`config.mk`:
```
export PLATFORM = sky130hd
export DESIGN_NAME = network_node_liveness_tracker_unit
export DESIGN_NICKNAME = d
export VERILOG_FILES = /design/src/rtl/nlt_pkg.sv /design/src/rtl/nlt_ram.sv /design/src/rtl/nlt_cfg.sv /design/src/rtl/nlt_ctrl.sv /design/src/rtl/nlt_dp.sv /design/src/rtl/network_node_liveness_tracker_unit.sv
export SDC_FILE = /design/constraint.sdc
export NUM_CORES = 2
export LEC_CHECK = 0
export BUFFER_PORTS_ARGS = -buffer_cell sky130_fd_sc_hd__buf_2
export CORE_ASPECT_RATIO = 1.25
export CORE_MARGIN = 4
export CORE_UTILIZATION = 60
export CTS_BUF_LIST = sky130_fd_sc_hd__clkbuf_8
export CTS_CLUSTER_DIAMETER = 30
export DETAILED_ROUTE_END_ITERATION = 10
export PLACE_DENSITY = 0.79
export SLEW_MARGIN = 20
export SYNTH_ARGS = -nofsm -noshare
export SYNTH_HDL_FRONTEND = slang
export SYNTH_SLANG_ARGS = --single-unit
```
`constraint.sdc`:
```
create_clock -name clk -period 5.95 [get_ports clk]
set_clock_uncertainty 0.05 [all_clocks]
set_input_delay 0.2975 -clock clk [delete_from_list [all_inputs] [get_ports clk]]
set_output_delay 0.2975 -clock clk [all_outputs]
set_load 0.05 [all_outputs]
```
`src/rtl/nlt_pkg.sv`:
```
// shared types, codes and constants of the node liveness tracker
package nlt_pkg;

  localparam int MAX_NODES_DEF = 32;

  localparam int AREA_W     = 6;
  localparam int HOLD_W     = 20;
  localparam int COUNT_W    = 6;
  localparam int FUNC_W     = 2;
  localparam int SLOT_W     = 5;
  localparam int ADDR_W     = 16;
  localparam int RTYPE_W    = 3;
  localparam int NTYPE_W    = 2;
  localparam int ELAPSED_W  = 16;
  localparam int NODE_IDX_W = 5;
  localparam int STATUS_W   = 3;
  localparam int AREA_LSB   = 10;

  localparam int PADDR_W = 4;
  localparam int PDATA_W = 32;

  localparam logic [AREA_W-1:0]  LOCAL_AREA_RST = AREA_W'(7);
  localparam logic [HOLD_W-1:0]  HOLD_TIME_RST  = HOLD_W'(30000);
  localparam logic [COUNT_W-1:0] NODE_COUNT_RST = COUNT_W'(17);

  localparam logic [RTYPE_W-1:0] RTYPE_ROUTER_HELLO  = RTYPE_W'(5);
  localparam logic [RTYPE_W-1:0] RTYPE_ENDNODE_HELLO = RTYPE_W'(6);

  localparam logic [NTYPE_W-1:0] NTYPE_ROUTER2 = NTYPE_W'(1);
  localparam logic [NTYPE_W-1:0] NTYPE_ROUTER  = NTYPE_W'(2);
  localparam logic [NTYPE_W-1:0] NTYPE_ENDNODE = NTYPE_W'(3);

  typedef enum logic [STATUS_W-1:0] {
    ST_OFFLINE = 3'd0,
    ST_HELLO   = 3'd1,
    ST_ENDNODE = 3'd2,
    ST_ROUTER  = 3'd3,
    ST_ROUTER2 = 3'd4,
    ST_LOST    = 3'd5
  } node_status_t;

  typedef enum logic [FUNC_W-1:0] {
    FN_LOAD  = 2'd0,
    FN_HELLO = 2'd1,
    FN_TICK  = 2'd2,
    FN_NONE  = 2'd3
  } func_t;

  typedef enum logic [1:0] {
    REG_LOCAL_AREA = 2'd0,
    REG_HOLD_TIME  = 2'd1,
    REG_NODE_COUNT = 2'd2
  } reg_idx_t;

  typedef struct packed {
    logic [AREA_W-1:0]  local_area;
    logic [HOLD_W-1:0]  hold_time_ms;
    logic [COUNT_W-1:0] node_count;
  } cfg_t;

  typedef struct packed {
    logic take;
    logic tbl_load;
    logic srch_init;
    logic srch_rd;
    logic srch_step;
    logic hello_wr;
    logic tick_init;
    logic tick_rd;
    logic tick_upd;
    logic flush;
  } ctrl_cmd_t;

  typedef struct packed {
    logic is_load;
    logic is_hello;
    logic is_tick;
    logic hello_ok;
    logic cnt_zero;
    logic srch_empty;
    logic srch_hit;
    logic srch_single;
    logic tick_last;
    logic tick_change;
    logic pend_valid;
    logic out_busy;
  } dp_stat_t;

endpackage

```
`src/rtl/nlt_ram.sv`:
```
// generic single write port ram with registered read
module nlt_ram #(
  parameter int WIDTH = 16,
  parameter int DEPTH = 32,
  parameter int AW    = (DEPTH > 1) ? $clog2(DEPTH) : 1
) (
  input  logic             clk,
  input  logic             wr_en,
  input  logic [AW-1:0]    wr_addr,
  input  logic [WIDTH-1:0] wr_data,
  input  logic             rd_en,
  input  logic [AW-1:0]    rd_addr,
  output logic [WIDTH-1:0] rd_data
);

  logic [WIDTH-1:0] mem [DEPTH];

  always_ff @(posedge clk) begin
    if (wr_en) begin
      mem[wr_addr] <= wr_data;
    end
    if (rd_en) begin
      rd_data <= mem[rd_addr];
    end
  end

endmodule

```
`src/rtl/nlt_cfg.sv`:
```
// configuration registers behind the apb-style port
module nlt_cfg (
  input  logic                         clk,
  input  logic                         rst_n,
  input  logic                         psel,
  input  logic                         penable,
  input  logic                         pwrite,
  input  logic [nlt_pkg::PADDR_W-1:0]  paddr,
  input  logic [nlt_pkg::PDATA_W-1:0]  pwdata,
  output logic [nlt_pkg::PDATA_W-1:0]  prdata,
  output logic                         pready,
  output nlt_pkg::cfg_t                cfg
);
  import nlt_pkg::*;

  cfg_t     cfg_r;
  reg_idx_t reg_idx;
  logic     wr_en;

  assign reg_idx = reg_idx_t'(paddr[PADDR_W-1:2]);
  assign pready  = 1'b1;
  assign wr_en   = psel && penable && pwrite && pready;
  assign cfg     = cfg_r;

  always_ff @(posedge clk) begin
    if (!rst_n) begin
      cfg_r.local_area   <= LOCAL_AREA_RST;
      cfg_r.hold_time_ms <= HOLD_TIME_RST;
      cfg_r.node_count   <= NODE_COUNT_RST;
    end else if (wr_en) begin
      case (reg_idx)
        REG_LOCAL_AREA: cfg_r.local_area   <= pwdata[AREA_W-1:0];
        REG_HOLD_TIME:  cfg_r.hold_time_ms <= pwdata[HOLD_W-1:0];
        REG_NODE_COUNT: cfg_r.node_count   <= pwdata[COUNT_W-1:0];
        default: ;
      endcase
    end
  end

  always_comb begin
    case (reg_idx)
      REG_LOCAL_AREA: prdata = PDATA_W'(cfg_r.local_area);
      REG_HOLD_TIME:  prdata = PDATA_W'(cfg_r.hold_time_ms);
      REG_NODE_COUNT: prdata = PDATA_W'(cfg_r.node_count);
      default:        prdata = '0;
    endcase
  end

endmodule

```
`src/rtl/nlt_ctrl.sv`:
```
// sequencer for load, hello search and tick aging
module nlt_ctrl (
  input  logic                  clk,
  input  logic                  rst_n,
  input  logic                  in_valid,
  output logic                  in_stall,
  input  nlt_pkg::dp_stat_t     stat,
  output nlt_pkg::ctrl_cmd_t    cmd
);
  import nlt_pkg::*;

  typedef enum logic [2:0] {
    S_IDLE,
    S_SRCH_RD,
    S_SRCH_CMP,
    S_TICK_RD,
    S_TICK_UPD,
    S_FLUSH
  } state_t;

  state_t state_r;
  state_t state_nxt;

  always_comb begin
    cmd       = '0;
    state_nxt = state_r;
    in_stall  = (state_r != S_IDLE);
    unique case (state_r)
      S_IDLE: begin
        if (in_valid) begin
          cmd.take = 1'b1;
          priority if (stat.is_load) begin
            cmd.tbl_load = 1'b1;
          end else if (stat.is_hello && stat.hello_ok) begin
            cmd.srch_init = 1'b1;
            state_nxt     = S_SRCH_RD;
          end else if (stat.is_tick && !stat.cnt_zero) begin
            cmd.tick_init = 1'b1;
            state_nxt     = S_TICK_RD;
          end else begin
            state_nxt = S_IDLE;
          end
        end
      end
      S_SRCH_RD: begin
        if (stat.srch_empty) begin
          state_nxt = S_IDLE;
        end else begin
          cmd.srch_rd = 1'b1;
          state_nxt   = S_SRCH_CMP;
        end
      end
      S_SRCH_CMP: begin
        priority if (stat.srch_hit) begin
          cmd.hello_wr = 1'b1;
          state_nxt    = S_FLUSH;
        end else if (stat.srch_single) begin
          state_nxt = S_IDLE;
        end else begin
          cmd.srch_step = 1'b1;
          state_nxt     = S_SRCH_RD;
        end
      end
      S_TICK_RD: begin
        cmd.tick_rd = 1'b1;
        state_nxt   = S_TICK_UPD;
      end
      S_TICK_UPD: begin
        // a new report pushes the held one out, so wait for the output slot
        if (!(stat.tick_change && stat.pend_valid && stat.out_busy)) begin
          cmd.tick_upd = 1'b1;
          state_nxt    = stat.tick_last ? S_FLUSH : S_TICK_RD;
        end
      end
      S_FLUSH: begin
        if (!stat.pend_valid) begin
          state_nxt = S_IDLE;
        end else if (!stat.out_busy) begin
          cmd.flush = 1'b1;
          state_nxt = S_IDLE;
        end
      end
      default: state_nxt = S_IDLE;
    endcase
  end

  always_ff @(posedge clk) begin
    if (!rst_n) begin
      state_r <= S_IDLE;
    end else begin
      state_r <= state_nxt;
    end
  end

endmodule

```
`src/rtl/nlt_dp.sv`:
```
// tables, search window, tick walker and result registers
module nlt_dp #(
  parameter int MAX_NODES = nlt_pkg::MAX_NODES_DEF
) (
  input  logic                            clk,
  input  logic                            rst_n,
  input  nlt_pkg::ctrl_cmd_t              cmd,
  output nlt_pkg::dp_stat_t               stat,
  input  nlt_pkg::cfg_t                   cfg,
  input  logic [nlt_pkg::FUNC_W-1:0]      in_func,
  input  logic [nlt_pkg::SLOT_W-1:0]      in_entry_index,
  input  logic [nlt_pkg::ADDR_W-1:0]      in_node_address,
  input  logic [nlt_pkg::RTYPE_W-1:0]     in_routing_type,
  input  logic [nlt_pkg::NTYPE_W-1:0]     in_node_type,
  input  logic [nlt_pkg::ELAPSED_W-1:0]   in_elapsed_ms,
  output logic                            out_valid,
  input  logic                            out_stall,
  output logic [nlt_pkg::NODE_IDX_W-1:0]  out_node_index,
  output logic [nlt_pkg::STATUS_W-1:0]    out_node_status,
  output logic                            out_last
);
  import nlt_pkg::*;

  localparam int IDX_W  = (MAX_NODES > 1) ? $clog2(MAX_NODES) : 1;
  localparam int CNT_W  = $clog2(MAX_NODES + 1);
  localparam int SW     = CNT_W + 1;
  localparam int SRAM_W = STATUS_W + HOLD_W;
  localparam logic signed [SW-1:0] ONE_S = SW'(1);

  // latched request fields
  logic [ADDR_W-1:0]    addr_r;
  logic [NTYPE_W-1:0]   ntype_r;
  logic [ELAPSED_W-1:0] elapsed_r;

  logic [CNT_W-1:0]     cnt_eff;
  logic signed [SW-1:0] lo_r, hi_r, diff, probe_s, probe_ext;
  logic [IDX_W-1:0]     probe_c, probe_r, idx_r;

  logic [ADDR_W-1:0]    addr_rd;
  logic [SRAM_W-1:0]    st_rd_data, st_wr_data;
  logic                 st_wr_en, rd_en;
  logic [IDX_W-1:0]     st_wr_addr, rd_addr;
  logic [MAX_NODES-1:0] vld_r;
  logic                 vld_rd_r;

  node_status_t         st_cur, hello_st, tick_st;
  logic [HOLD_W-1:0]    cd_cur, cd_dec, tick_cd, elapsed_ext;
  logic                 tick_offline, tick_change, push;

  logic                 pend_valid_r;
  logic [IDX_W-1:0]     pend_idx_r;
  node_status_t         pend_st_r;

  logic                 out_valid_r, out_last_r;
  logic [NODE_IDX_W-1:0] out_idx_r;
  logic [STATUS_W-1:0]  out_st_r;

  assign cnt_eff = (32'(cfg.node_count) > 32'(MAX_NODES)) ? CNT_W'(MAX_NODES)
                                                         : CNT_W'(cfg.node_count);

  // probe = lo + (hi-lo-1)/2, truncating toward zero, so lo when the window is one slot
  assign diff      = hi_r - lo_r - ONE_S;
  assign probe_s   = (hi_r > lo_r) ? (lo_r + (diff >>> 1)) : lo_r;
  assign probe_c   = probe_s[IDX_W-1:0];
  assign probe_ext = $signed(SW'(probe_r));

  // entries never written read as offline with a zero countdown
  assign st_cur = vld_rd_r ? node_status_t'(st_rd_data[SRAM_W-1 -: STATUS_W]) : ST_OFFLINE;
  assign cd_cur = vld_rd_r ? st_rd_data[HOLD_W-1:0] : '0;

  always_comb begin
    hello_st = st_cur;
    unique case (st_cur)
      ST_OFFLINE, ST_LOST: hello_st = ST_HELLO;
      ST_HELLO, ST_ENDNODE, ST_ROUTER: begin
        priority if (ntype_r == NTYPE_ENDNODE) begin
          hello_st = ST_ENDNODE;
        end else if (ntype_r == NTYPE_ROUTER) begin
          hello_st = ST_ROUTER;
        end else if (ntype_r == NTYPE_ROUTER2) begin
          hello_st = ST_ROUTER2;
        end else begin
          hello_st = st_cur;
        end
      end
      ST_ROUTER2: hello_st = st_cur;
      default:    hello_st = st_cur;
    endcase
  end

  assign elapsed_ext  = HOLD_W'(elapsed_r);
  assign cd_dec       = cd_cur - elapsed_ext;
  assign tick_offline = (st_cur == ST_OFFLINE);
  assign tick_change  = !tick_offline && !(cd_cur > elapsed_ext);
  assign tick_st      = (st_cur == ST_LOST) ? ST_OFFLINE : ST_LOST;
  assign tick_cd      = (st_cur == ST_LOST) ? '0 : cfg.hold_time_ms;

  assign st_wr_en   = cmd.hello_wr || (cmd.tick_upd && !tick_offline);
  assign st_wr_addr = cmd.hello_wr ? probe_r : idx_r;
  always_comb begin
    priority if (cmd.hello_wr) begin
      st_wr_data = {hello_st, cfg.hold_time_ms};
    end else if (tick_change) begin
      st_wr_data = {tick_st, tick_cd};
    end else begin
      st_wr_data = {st_cur, cd_dec};
    end
  end

  assign rd_en   = cmd.srch_rd || cmd.tick_rd;
  assign rd_addr = cmd.srch_rd ? probe_c : idx_r;

  nlt_ram #(.WIDTH(ADDR_W), .DEPTH(MAX_NODES), .AW(IDX_W)) u_addr_ram (
    .clk     (clk),
    .wr_en   (cmd.tbl_load && (32'(in_entry_index) < 32'(MAX_NODES))),
    .wr_addr (IDX_W'(in_entry_index)),
    .wr_data (in_node_address),
    .rd_en   (cmd.srch_rd),
    .rd_addr (probe_c),
    .rd_data (addr_rd)
  );

  nlt_ram #(.WIDTH(SRAM_W), .DEPTH(MAX_NODES), .AW(IDX_W)) u_state_ram (
    .clk     (clk),
    .wr_en   (st_wr_en),
    .wr_addr (st_wr_addr),
    .wr_data (st_wr_data),
    .rd_en   (rd_en),
    .rd_addr (rd_addr),
    .rd_data (st_rd_data)
  );

  assign push = (cmd.tick_upd && tick_change && pend_valid_r) || (cmd.flush && pend_valid_r);

  always_ff @(posedge clk) begin
    if (!rst_n) begin
      vld_r        <= '0;
      pend_valid_r <= 1'b0;
      out_valid_r  <= 1'b0;
    end else begin
      if (st_wr_en) begin
        vld_r[st_wr_addr] <= 1'b1;
      end
      if (cmd.hello_wr || (cmd.tick_upd && tick_change)) begin
        pend_valid_r <= 1'b1;
      end else if (cmd.flush) begin
        pend_valid_r <= 1'b0;
      end
      if (push) begin
        out_valid_r <= 1'b1;
      end else if (out_valid_r && !out_stall) begin
        out_valid_r <= 1'b0;
      end
    end
  end

  always_ff @(posedge clk) begin
    if (cmd.take) begin
      addr_r    <= in_node_address;
      ntype_r   <= in_node_type;
      elapsed_r <= in_elapsed_ms;
    end
    if (rd_en) begin
      vld_rd_r <= vld_r[rd_addr];
    end
    if (cmd.srch_init) begin
      lo_r <= '0;
      hi_r <= $signed({1'b0, cnt_eff}) - ONE_S;
    end else if (cmd.srch_step) begin
      if (addr_rd > addr_r) begin
        hi_r <= probe_ext - ONE_S;
      end else begin
        lo_r <= probe_ext + ONE_S;
      end
    end
    if (cmd.srch_rd) begin
      probe_r <= probe_c;
    end
    if (cmd.tick_init) begin
      idx_r <= '0;
    end else if (cmd.tick_upd) begin
      idx_r <= idx_r + IDX_W'(1);
    end
    if (cmd.hello_wr) begin
      pend_idx_r <= probe_r;
      pend_st_r  <= hello_st;
    end else if (cmd.tick_upd && tick_change) begin
      pend_idx_r <= idx_r;
      pend_st_r  <= tick_st;
    end
    if (push) begin
      out_idx_r  <= NODE_IDX_W'(pend_idx_r);
      out_st_r   <= pend_st_r;
      out_last_r <= cmd.flush;
    end
  end

  assign stat.is_load     = (func_t'(in_func) == FN_LOAD);
  assign stat.is_hello    = (func_t'(in_func) == FN_HELLO);
  assign stat.is_tick     = (func_t'(in_func) == FN_TICK);
  assign stat.hello_ok    = (in_node_address[ADDR_W-1:AREA_LSB] == cfg.local_area)
                            && ((in_routing_type == RTYPE_ROUTER_HELLO)
                                || (in_routing_type == RTYPE_ENDNODE_HELLO));
  assign stat.cnt_zero    = (cnt_eff == '0);
  assign stat.srch_empty  = (lo_r > hi_r);
  assign stat.srch_hit    = (addr_rd == addr_r);
  assign stat.srch_single = (hi_r == lo_r);
  assign stat.tick_last   = (CNT_W'(idx_r) == (cnt_eff - CNT_W'(1)));
  assign stat.tick_change = tick_change;
  assign stat.pend_valid  = pend_valid_r;
  assign stat.out_busy    = out_valid_r;

  assign out_valid       = out_valid_r;
  assign out_node_index  = out_idx_r;
  assign out_node_status = out_st_r;
  assign out_last        = out_last_r;

endmodule

```
`src/rtl/network_node_liveness_tracker_unit.sv`:
```
// top level of the network node liveness tracker
// one request at a time; load and ignored requests end in the idle state, ready for the next request
// hello: accept, then a ram read and a compare per search probe, at most floor(log2(n-1))+2 probes
// for n of two or more, an end check if the window empties, and on a hit the report handover
// tick: accept, then a ram read and an update per slot in use, then the final report handover
// report handover waits while the output register is full; a held report does not block input
// synchronous reset clears control state and per-slot valid bits without a clear pass
module network_node_liveness_tracker_unit #(
  parameter int MAX_NODES = nlt_pkg::MAX_NODES_DEF
) (
  input  logic                            clk,
  input  logic                            rst_n,
  input  logic                            in_valid,
  output logic                            in_stall,
  input  logic [nlt_pkg::FUNC_W-1:0]      in_func,
  input  logic [nlt_pkg::SLOT_W-1:0]      in_entry_index,
  input  logic [nlt_pkg::ADDR_W-1:0]      in_node_address,
  input  logic [nlt_pkg::RTYPE_W-1:0]     in_routing_type,
  input  logic [nlt_pkg::NTYPE_W-1:0]     in_node_type,
  input  logic [nlt_pkg::ELAPSED_W-1:0]   in_elapsed_ms,
  output logic                            out_valid,
  input  logic                            out_stall,
  output logic [nlt_pkg::NODE_IDX_W-1:0]  out_node_index,
  output logic [nlt_pkg::STATUS_W-1:0]    out_node_status,
  output logic                            out_last,
  input  logic                            psel,
  input  logic                            penable,
  input  logic                            pwrite,
  input  logic [nlt_pkg::PADDR_W-1:0]     paddr,
  input  logic [nlt_pkg::PDATA_W-1:0]     pwdata,
  output logic [nlt_pkg::PDATA_W-1:0]     prdata,
  output logic                            pready
);
  import nlt_pkg::*;

  cfg_t       cfg;
  ctrl_cmd_t  cmd;
  dp_stat_t   stat;

  nlt_cfg u_cfg (
    .clk     (clk),
    .rst_n   (rst_n),
    .psel    (psel),
    .penable (penable),
    .pwrite  (pwrite),
    .paddr   (paddr),
    .pwdata  (pwdata),
    .prdata  (prdata),
    .pready  (pready),
    .cfg     (cfg)
  );

  nlt_ctrl u_ctrl (
    .clk      (clk),
    .rst_n    (rst_n),
    .in_valid (in_valid),
    .in_stall (in_stall),
    .stat     (stat),
    .cmd      (cmd)
  );

  nlt_dp #(.MAX_NODES(MAX_NODES)) u_dp (
    .clk             (clk),
    .rst_n           (rst_n),
    .cmd             (cmd),
    .stat            (stat),
    .cfg             (cfg),
    .in_func         (in_func),
    .in_entry_index  (in_entry_index),
    .in_node_address (in_node_address),
    .in_routing_type (in_routing_type),
    .in_node_type    (in_node_type),
    .in_elapsed_ms   (in_elapsed_ms),
    .out_valid       (out_valid),
    .out_stall       (out_stall),
    .out_node_index  (out_node_index),
    .out_node_status (out_node_status),
    .out_last        (out_last)
  );

endmodule

```
==> flow_summary.json <==
{
  "setup_viol": 0,
  "clock_latency_ps": 880,
  "vias_per_cell": 6.22,
  "wl_met2_um": 77600,
  "grt_overflow": 0,
  "final_cells": 6247,
  "slew_viol_final": 0,
  "critPathRequiredTime_ps": 6450,
  "p_leak_uw": 0.0233,
  "postRouteAntennaNets": 0,
  "cts_tree": "done",
  "ys_warn_count": 0,
  "num_rows": 128,
  "antenna_found_initial": 6,
  "reg2reg_depth": 12,
  "synth_area_leaders": "edfxtp_1 (69%), nand2_1 (6.8%), mux2i_1 (4.3%)",
  "dieArea_um2": 104000,
  "final_layout_size_suffix_gt1_share_pct": 14.1,
  "firstDrtPassIters": 7,
  "synthSimpleGateAreaFrac_pct": 11.5,
  "io_buffers": 103,
  "netlist_area_um2": 59200,
  "final_cell_mix": "edfxtp_1 (1351), nand2_1 (1065), a21oi_1 (303), mux2i_1 (255), clkbuf_8 (229)",
  "grt_setup_unrepaired": "no",
  "path_max_fanout": 17,
  "ys_types": 84,
  "cp.arrival_ps": 5570,
  "clock-sinks": 1431,
  "cts_resized": 0,
  "yosys.area.top_type": "edfxtp_1",
  "status": "complete, no violations",
  "whs_path_depth": 7,
  "hold_violations": 0,
  "drv_cap": 0,
  "fill_cells": 6340,
  "period_minus_slack_ps": 5070,
  "postSynth.asyncResetShare_pct": 0,
  "r2r_start": "u_dp.vld_rd_r$_DFFE_PP_",
  "place_congestion": 0.907,
  "root_buffer": "clkbuf_8",
  "reg2reg_to": "u_dp.u_state_ram.mem[11][18]$_DFFE_PP_",
  "vdd_ir_drop_max_v": 0.000457,
  "avgSynthCellArea_um2": 13.3,
  "synth_compound_area_share_pct": 7.64,
  "setup_tns_ps": 0,
  "path_clk_slew_ps": 60,
  "synthCells": 4449,
  "max_freq_mhz": 197,
  "grt_usage_pct": 29.5,
  "grt_max_degree": 145,
  "wl_per_cell_um": 24.9,
  "grt_pass1_wl_um": 228000,
  "yosysSeqAreaShare_pct": 71.2,
  "ys.flop_type": "edfxtp_1",
  "hpwl_um": 91700,
  "coreArea_um2": 97700,
  "power-per-cell-area_nw_per_um2": 357,
  "numCtsBuffers": 223,
  "synth-xor-area-share_pct": 0.607,
  "ys_ff_latch": 1431,
  "nets": 4900,
  "area_growth_pct": 13.2,
  "worstHoldStart": "in_routing_type[2]",
  "drt_iter0_markers": 4865,
  "first_global_vias": 38200,
  "die_y_um": 359,
  "synth-edff-count": 1351,
  "die_w_um": 289,
  "mostFrequentLayoutCell": "edfxtp_1",
  "crit_type": "register to register",
  "finalCritPeriodShare_pct": 85.3,
  "top_layer": "met5",
  "placed_cells": 5742,
  "synth_top_family_by_area": "simple AND/OR/NAND/NOR gates",
  "worst_slew_pin_slew_ps": 1170,
  "routed_wl_um": 156000,
  "crit_path_end_kind": "register",
  "drcViolationCount": 0,
  "initial_core_util_pct": 60.6,
  "drt-met1-wl_um": 52500,
  "min_to": "u_dp.lo_r[5]$_SDFFE_PP0P_",
  "crit_path_start_kind": "register",
  "synth_mux_area_share_pct": 5.29,
  "cts-htree-levels": 4,
  "r2r_setup_slack_ps": 880,
  "num_vias": 38900,
  "min_path_type": "input port to register",
  "clock_path_buffers": 3,
  "synth_top_area_share_pct": 68.5,
  "relSlewSlack_pct": 21.8,
  "synth-adder-area-share_pct": 1.18,
  "ios": 131,
  "met3WireLength_um": 14300
}
cell families after synthesis:
kind of cell	Yosys count
other	2
muxes	281
DFF	1431
xor gates and xnor gates	41
and+or+nand+nor	1596
adders and majority gates	54
AOI/OAI and AO/OA	702
buffers and inverters	342
timing repair:
action / CTS / global route
hold buffers: 92 / 0
setup buffers: 0 / 0
hold endpoints to repair: 555 / 0
layout make-up:
type / instances / area [um^2] / area share (%)
repair buffers: 342 / 2700 / 4.02
clock inverters: 182 / 1170 / 1.75
clock buffers: 229 / 3150 / 4.70
flip-flops and latches: 1431 / 42200 / 62.9
well taps: 1300 / 1630 / 2.43
multi-input cells: 2687 / 15900 / 23.7
diodes: 2 / 5.00 / 0.00747
inverters: 74 / 290 / 0.433
synth_stat cells, drive strengths merged, types with 51 or more instances:
cell and count:
dfxtp 80, clkbuf 137, a21oi 311, o21ai 69
ha 51, mux2i 255, nand2 1067, nand3 188
edfxtp 1351, inv 73, nor3 52, nor2 106
buf 131
metal layers:
layer / up-vias / global-route usage, %
li1: 17200 / -
met1: 18900 / 34.5
met2: 2270 / 49.7
met3: 558 / 5.81
met4: 6 / 19.2
met5: - / 0
worst max path at each step:
stage                                         start                                     end  slack [ps]  cells past startpoint
after floorplan             u_dp.vld_rd_r$_DFFE_PP_   u_dp.u_state_ram.mem[23][0]$_DFFE_PP_         760                     11
after global placement    u_dp.lo_r[0]$_SDFFE_PP0P_    u_dp.u_addr_ram.rd_data[0]$_DFFE_PP_         970                     16
after detailed placement  u_dp.lo_r[0]$_SDFFE_PP0P_    u_dp.u_addr_ram.rd_data[0]$_DFFE_PP_         990                     16
after CTS                 u_dp.lo_r[0]$_SDFFE_PP0P_    u_dp.u_addr_ram.rd_data[0]$_DFFE_PP_        1000                     16
after global routing        u_dp.vld_rd_r$_DFFE_PP_  u_dp.u_state_ram.mem[11][13]$_DFFE_PP_         630                     12
final                       u_dp.vld_rd_r$_DFFE_PP_  u_dp.u_state_ram.mem[11][18]$_DFFE_PP_         880                     12
stage by stage:
stage	worst slack, ps	util (%)	area (um^2)	total power [uW]	hold WS [ps]
2_1_floorplan	757	-	59200	14600	346
3_3_place_gp	970	63.2	61800	16000	356
3_5_place_dp	994	63.2	61800	16100	365
4_1_cts	1000	68.6	67000	23900	12.5
5_1_grt	628	68.6	67000	24800	72.3
6_report	877	68.6	67000	23900	73.8
worst max-delay path, stage by stage (launching register included):
cell       delay, ps
edfxtp_1         680
nand2_1          130
ha_1             250
fa_1             450
nor2b_1          170
o2111ai_1        170
nand3_1          190
a41o_1           320
o21ai_1          220
a2111oi_1        670
nor2_1           340
nor2_2           840
buf_12           270
flip-flops by register name, indices dropped and copies added (netlist names), 2 cells and up:
| register | count |
|---|---|
| u_dp.idx_r | 5 |
| u_dp.pend_st_r | 3 |
| u_dp.out_node_status | 3 |
| u_dp.ntype_r | 2 |
| u_dp.out_node_index | 5 |
| u_dp.u_addr_ram.rd_data | 16 |
| u_dp.u_state_ram.rd_data | 23 |
| u_dp.probe_r | 5 |
| u_dp.hi_r | 7 |
| u_dp.vld_r | 32 |
| u_dp.u_addr_ram.mem | 512 |
| u_dp.elapsed_r | 16 |
| u_dp.addr_r | 16 |
| u_dp.pend_idx_r | 5 |
| u_ctrl.state_r | 3 |
| u_cfg.cfg | 32 |
| u_dp.lo_r | 6 |
| u_dp.u_state_ram.mem | 736 |
power by group:
part | leakage, uW | internal [uW] | switching [uW]
sequential | 0.0128 | 11200 | 45.2
combinational | 0.00803 | 1540 | 3190
clock | 0.00243 | 4060 | 3870
total | 0.0233 | 16800 | 7100
No activity file was read; power rests on OpenSTA's default activity.
